**config.mk**
```make
export PLATFORM = sky130hd
export DESIGN_NAME = scel_ctrl
export DESIGN_NICKNAME = d
export VERILOG_FILES = /design/src/hdl/scel_pkg.sv /design/src/hdl/scel_ctrl.sv
export SDC_FILE = /design/constraint.sdc
export NUM_CORES = 1
export LEC_CHECK = 0
export BUFFER_PORTS_ARGS = -buffer_cell sky130_fd_sc_hd__clkbuf_2
export CORE_MARGIN = 8
export CORE_UTILIZATION = 35
export DETAILED_ROUTE_END_ITERATION = 16
export GPL_TIMING_DRIVEN = 0
export PLACE_DENSITY = 0.69
export RECOVER_POWER = 25
export SETUP_SLACK_MARGIN = 0.02
export SLEW_MARGIN = 20
export SYNTH_ARGS = -nofsm -noshare
export SYNTH_HDL_FRONTEND = slang
export SYNTH_SLANG_ARGS = --single-unit
```
**constraint.sdc**
```tcl
create_clock -name clk -period 1.9 [get_ports clk]
set_input_delay 0.38 -clock clk [delete_from_list [all_inputs] [get_ports clk]]
set_output_delay 0.38 -clock clk [all_outputs]
set_load 0.03 [all_outputs]
```
**src/hdl/scel_pkg.sv**
```systemverilog
// shared types and constants for the sparse column entry lookup block
// item and result words, controller/datapath command and status structs
// no dependencies
package scel_pkg;

	// storage sizes
	localparam int NUM_MATRICES = 4;
	localparam int MAX_COLUMNS  = 256;
	localparam int MAX_ENTRIES  = 4096;

	// field widths
	localparam int MAT_W = 2;
	localparam int COL_W = 9;
	localparam int ROW_W = 8;
	localparam int POS_W = 12;
	localparam int PTR_W = 13;
	localparam int VAL_W = 64;

	// memory depths and address widths
	localparam int PTR_DEPTH = NUM_MATRICES * (2 ** COL_W);
	localparam int PTR_AW    = $clog2(PTR_DEPTH);
	localparam int ENT_DEPTH = NUM_MATRICES * (2 ** POS_W);
	localparam int ENT_AW    = $clog2(ENT_DEPTH);

	// item operation codes
	typedef enum logic [1:0] {
		MODE_LOAD_PTR   = 2'd0,
		MODE_LOAD_ENTRY = 2'd1,
		MODE_LOOKUP     = 2'd2,
		MODE_UPDATE     = 2'd3
	} mode_t;

	// input word
	typedef struct packed {
		mode_t                     mode;
		logic [MAT_W-1:0]          matrix_level;
		logic [COL_W-1:0]          col_index;
		logic [ROW_W-1:0]          row_index;
		logic [POS_W-1:0]          position;
		logic [PTR_W-1:0]          pointer_value;
		logic signed [VAL_W-1:0]   entry_value;
	} item_t;

	// output word
	typedef struct packed {
		logic                      found;
		logic signed [VAL_W-1:0]   value_out;
	} result_t;

	// controller to datapath
	typedef struct packed {
		logic take;       // latch the incoming word
		logic exec;       // do loads, fetch the column start pointer
		logic rd_ptr_hi;  // fetch the column end pointer
		logic init;       // set up the search range, first row read
		logic step;       // one bisection step, next row read
		logic hit;        // row matched: read or write the value
		logic hit_mid;    // matched slot is mid, else lo
		logic out_load;   // move the result into the output register
	} cmd_t;

	// datapath to controller
	typedef struct packed {
		mode_t mode;
		logic  addr_ok;   // matrix and column in range for a search
		logic  empty;     // column range is empty or inverted
		logic  row_eq;    // row just read equals the row sought
		logic  cont;      // new range still has a midpoint above lo
		logic  out_free;  // output register can take a result
		logic  found;     // a match was seen for this word
	} sts_t;

endpackage

```
**src/hdl/scel_ctrl.sv**
```systemverilog
// controller: sequences loads, pointer fetches, the bisection and the
// hand-off to the output register
// depends on scel_pkg
module scel_ctrl (
	input  logic           clk,
	input  logic           arst_n,
	input  logic           item_valid,
	output logic           item_ready,
	input  scel_pkg::sts_t sts,
	output scel_pkg::cmd_t cmd
);
	import scel_pkg::*;

	typedef enum logic [6:0] {
		ST_IDLE     = 7'b0000001,
		ST_EXEC     = 7'b0000010,
		ST_PTR_HI   = 7'b0000100,
		ST_PTR_WAIT = 7'b0001000,
		ST_SEARCH   = 7'b0010000,
		ST_FINAL    = 7'b0100000,
		ST_RESULT   = 7'b1000000
	} state_t;

	state_t state_q, state_d;
	logic   is_search;

	assign is_search = sts.mode inside {MODE_LOOKUP, MODE_UPDATE};

	// next state and commands
	always_comb begin
		state_d    = state_q;
		cmd        = '0;
		item_ready = 1'b0;
		case (state_q)
			ST_IDLE: begin
				item_ready = 1'b1;
				if (item_valid) begin
					cmd.take = 1'b1;
					state_d  = ST_EXEC;
				end
			end
			ST_EXEC: begin
				cmd.exec = 1'b1;
				if (is_search && sts.addr_ok) begin
					state_d = ST_PTR_HI;
				end else begin
					state_d = ST_RESULT;
				end
			end
			ST_PTR_HI: begin
				cmd.rd_ptr_hi = 1'b1;
				state_d       = ST_PTR_WAIT;
			end
			ST_PTR_WAIT: begin
				if (sts.empty) begin
					state_d = ST_RESULT;
				end else begin
					cmd.init = 1'b1;
					state_d  = sts.cont ? ST_SEARCH : ST_FINAL;
				end
			end
			ST_SEARCH: begin
				if (sts.row_eq) begin
					cmd.hit     = 1'b1;
					cmd.hit_mid = 1'b1;
					state_d     = ST_RESULT;
				end else begin
					cmd.step = 1'b1;
					state_d  = sts.cont ? ST_SEARCH : ST_FINAL;
				end
			end
			ST_FINAL: begin
				cmd.hit = sts.row_eq;
				state_d = ST_RESULT;
			end
			ST_RESULT: begin
				if (sts.out_free) begin
					cmd.out_load = 1'b1;
					state_d      = ST_IDLE;
				end
			end
			default: begin
				state_d = ST_IDLE;
			end
		endcase
	end

	// state register
	always_ff @(posedge clk or negedge arst_n) begin
		if (!arst_n) begin
			state_q <= ST_IDLE;
		end else begin
			state_q <= state_d;
		end
	end

endmodule

```
Word level (Yosys, flattened, before mapping)
Cells that the tools add are included.
- mux-type cells: 21
- reduce and logical (&&, ||, !) cells: 3
- eq/ne operators: 11
- operators by type and width (cell ; count):
    one-hot mux 7 bit (7 select lines) ; 1
    two-way mux 7 bit ; 5
    two-way mux 1 bit ; 12
    equality test 7 x 1 -> 1 bit (second input constant) ; 1
    equality test 7 x 2 -> 1 bit (second input constant) ; 1
    equality test 7 x 3 -> 1 bit (second input constant) ; 1
    equality test 7 x 4 -> 1 bit (second input constant) ; 1
    equality test 7 x 5 -> 1 bit (second input constant) ; 1
    equality test 7 x 6 -> 1 bit (second input constant) ; 1
    equality test 7 bit (second input constant) ; 1
    two-way mux 6 bit ; 1
    equality test 2 bit (second input constant) ; 2
    != test 2 bit (second input constant) ; 2
    two-way mux 2 bit ; 1
    one-hot mux 1 bit (2 select lines) ; 1
    AND reduction 2 bit ; 1
    nonzero test 2 bit ; 1
    logical AND 1 bit ; 1
- output and inout port bits: 9
- flip-flop bits (word level): 7
- word-level logic and storage cells: 36
- input bits: 11

Longest topological paths before layout
- word-level depth: 5
- mapped depth: 4

Worst setup path after synthesis
No wires, ideal clock.
- path kind: register to output
- start point: register state_q[1]
- end point: output port cmd[1] in the netlist's numbering
- stages on the path, launching flop included: 4
- data required time: 1.520 ns
- path slack: -0.474 ns
- arrival: 1.994 ns
- path through: dfrtp_1 > or4_1 > buf_2 > nor4_1
- RTL lines (item ; RTL line ; text):
    from (decl) ; scel_ctrl.sv:24 ; state_t state_q, state_d;
    from (signal assigned) ; scel_ctrl.sv:93 ; state_q <= state_d;
    to (decl) ; scel_ctrl.sv:10 ; output scel_pkg::cmd_t cmd

==> results.sh <==
export IMPL_slew_headroom_pct=73.0
export IMPL_clk_latency_ns=0.25
export IMPL_core_mm2=0.00130
export IMPL_grt_pass1_vias=497
export IMPL_finalCritPeriodShare_pct=121
export IMPL_cts_buffers_inserted=3
export IMPL_critPathArrivalTime_ns=1.93
export IMPL_htreeDepth=1
export IMPL_clk_pin_slew_ns=0.05
export IMPL_cts_root_buf="clkbuf_4"
export IMPL_wirelength_um=1390
export IMPL_regToRegEndpoint="state_q[4]"
export IMPL_violations="setup timing"
export IMPL_antenna_cells=0
export IMPL_cts_buffer_depth=2
export IMPL_cp_max_fo=2
export IMPL_multi_input_comb_area_um2=370
export IMPL_pwr_share_clk_pct=16.2
export IMPL_tns_ns=-1.29
export IMPL_postRouteAntennaNets=0
export IMPL_p_int_uw=509
export IMPL_dpl_hpwl_um=902
export IMPL_register_area_um2=181
export IMPL_p_comb_share_pct=57.4
export IMPL_grt_max_degree=12
export IMPL_synth_edf_count=0
export IMPL_grt_pass1_wl_um=2080
export IMPL_vias=527
export IMPL_dp_cells=82
export IMPL_hold_path_class="primary input to flip-flop"
export IMPL_worstMarginPinSlew_ns=0.394
export IMPL_start_kind="flip-flop"
export IMPL_critPathCaptureType="output port"
export IMPL_postLayoutCoreUtil_pct=65.9
export IMPL_placed_area_um2=617
export IMPL_setup_viol=5
export IMPL_powerDensity_mw_per_mm2=982
export IMPL_async_flop_share_pct=100
export IMPL_required_ns=1.52
export IMPL_rows=13
export IMPL_gr_total_overflow=0
export IMPL_status="finished, violations left"
export IMPL_critPathSlowestCell="or4_4"
export IMPL_synth_avg_cell_area_um2=9.68
export IMPL_portBuffers=17
export IMPL_grt_busiest_layer="met2"
export IMPL_reg2reg_depth=4
export IMPL_swShare_pct=39.5
export IMPL_fin_crit_ns=2.31
export IMPL_grt_usage_pct=9.97
export IMPL_seqPwrFrac_pct=26.4
export IMPL_path_common_cell="or4_4"
export IMPL_start_util_pct=37.2
export IMPL_crit_start="state_q[3]"
export IMPL_drv_cap=0
export IMPL_grt_use_met2_pct=16.0
export IMPL_synth_cell_type_count=31
export IMPL_clock_sinks=7
export IMPL_r2r_setup_slack_ns=0.10
export IMPL_grtUsageMet1_pct=10.8
export IMPL_nets=95
export IMPL_fin_cells=98
export IMPL_crit_end="cmd[3]"
export IMPL_drtIter0Drc=6
export IMPL_syn_num_nets=61
export IMPL_die_area_mm2=0.00283
export IMPL_cts_tree="yes"
export IMPL_setup_ws_ns=-0.408
export IMPL_peakVddDrop_mv=0.751
export IMPL_path_class="flip-flop to output port"
export IMPL_max_flop_register="state_q"
export IMPL_yosys_area_top_type_share_pct=31.0
export IMPL_fin_total_pwr_uw=842
export IMPL_gr_usage_met3_pct=1.96
export IMPL_drive_above_1_share_pct=67.5
export IMPL_die_w_um=53.2
export IMPL_via_per_inst=5.38
export IMPL_io_pins=20
export IMPL_largest_reg_flops=7
export IMPL_drt_wirelength_per_cell_um=14.2
export IMPL_crit_path_max_incr_delay_ns=0.55
export IMPL_ys_flop_type="dfrtp_1"
export IMPL_clock_skew_ns=0.00564
export IMPL_num_fill_cells=98
export IMPL_synthesis_area_um2=484
export IMPL_ys_seq_area_share_pct=36.4
export IMPL_largest_registers="state_q (7)"
export IMPL_synth_seq_cells=7
export IMPL_final_max_slew_violation_count=0
export IMPL_hold_viol=0
export IMPL_area_delta_synth_final_pct=77.0
export IMPL_synth_most_common_cell="dfrtp_1"
export IMPL_yosys_area_top_type="dfrtp_1"
export IMPL_dr_pass1_iters=4
export IMPL_drc=0
export IMPL_whs_ns=0.278
export IMPL_post_place_ws_ns=-0.370
export IMPL_gp_congestion=0.723
export IMPL_timing_rr_start="state_q[3]"
export IMPL_path_cells="or4_4, or4_4, clkinvlp_4, buf_8"
export IMPL_rsz0062_at_grt="true"
export IMPL_antenna_found_initial=0
export IMPL_p_sw_uw=333
export IMPL_synth_commonest_cells="6 x dfrtp_1, 3 x and2_1, 3 x and3_1, 3 x inv_1"
export IMPL_syn_instance_count=50
export IMPL_leakagePower_nw=0.382
export IMPL_synth_area_top_cells="dfrtp_1 31%, dfstp_2 5.4%, a221o_1 4.1%, and4b_1 4.1%, and2_1 3.9%"
export IMPL_fin_area_um2=857
export IMPL_fp_dieH_um=53.2
export IMPL_yosysWarnings=0
export IMPL_fmax_mhz=433
[worst min-delay path by stage]
stage                       from          to  slack [ns]  cells past startpoint
after floorplan           arst_n  state_q[1]        0.08                      0
after global placement    arst_n  state_q[1]        0.22                      1
after detailed placement  arst_n  state_q[1]        0.22                      1
after CTS                 sts[2]  state_q[5]        0.28                      2
after global routing      sts[2]  state_q[5]        0.28                      2
final                     sts[2]  state_q[5]        0.28                      2
[what timing repair did]
action	CTS	global route
hold buffers	1	0
pin swaps	4	5
setup buffers	7	6
setup endpoints to repair	9	10
gates resized for setup	16	24
endpoints found under the hold margin	6	0
[critical path: cells and delay by family, from the launching register on]
| family | cells | cell delay [ns] |
|---|---|---|
| flops | 1 | 0.40 |
| buf+inv | 2 | 0.20 |
| simple gates | 2 | 1.07 |
[per-layer routing]
layer | routed length (µm) | vias up | part of all wire, %
met5 | 0 | - | 0
met2 | 748 | 12 | 54
met4 | 27 | 0 | 1.9
li1 | - | 263 | -
met3 | 28 | 3 | 2.0
met1 | 586 | 249 | 42
[layout make-up]
cell class | count | share of cell area, %
Inverter | 3 | 1.75
Sequential cell | 7 | 21.2
Multi-Input combinational cell | 38 | 43.2
Clock buffer | 4 | 3.07
Timing Repair Buffer | 31 | 28.6
Tap cell | 15 | 2.19
[cells by family after synthesis]
group                     count (synthesis)  synth area share, %
AOI/OAI and AO/OA                         8                 13.7
and+or+nand+nor                          28                 42.1
buffers and inverters                     5                 4.13
xor gates and xnor gates                  2                 3.62
DFF                                       7                 36.4
[cells in the final DEF, fill, tap and decap left out, types with 2 or more instances in the layout]
cell	instances
buf_4	11
clkbuf_2	9
buf_6	6
clkbuf_4	4
dfrtp_2	4
nor3_4	2
and4b_1	2
and2_4	2
inv_1	2
or4_4	2
nor4_4	2
and3_1	2
a221o_1	2
or3b_2	2
a31oi_1	2
clkbuf_1	2
dfrtp_1	2
[power groups by stage]
stage               Sequential (mW)  Clock (mW)  Combinational (mW)
floorplan                     0.212           0               0.235
detailed placement            0.220           0               0.306
CTS                           0.211       0.137               0.410
global route                  0.227       0.148               0.521
finish                        0.222       0.136               0.483
global placement              0.221           0               0.301
Power figures use the tool's default switching activity.
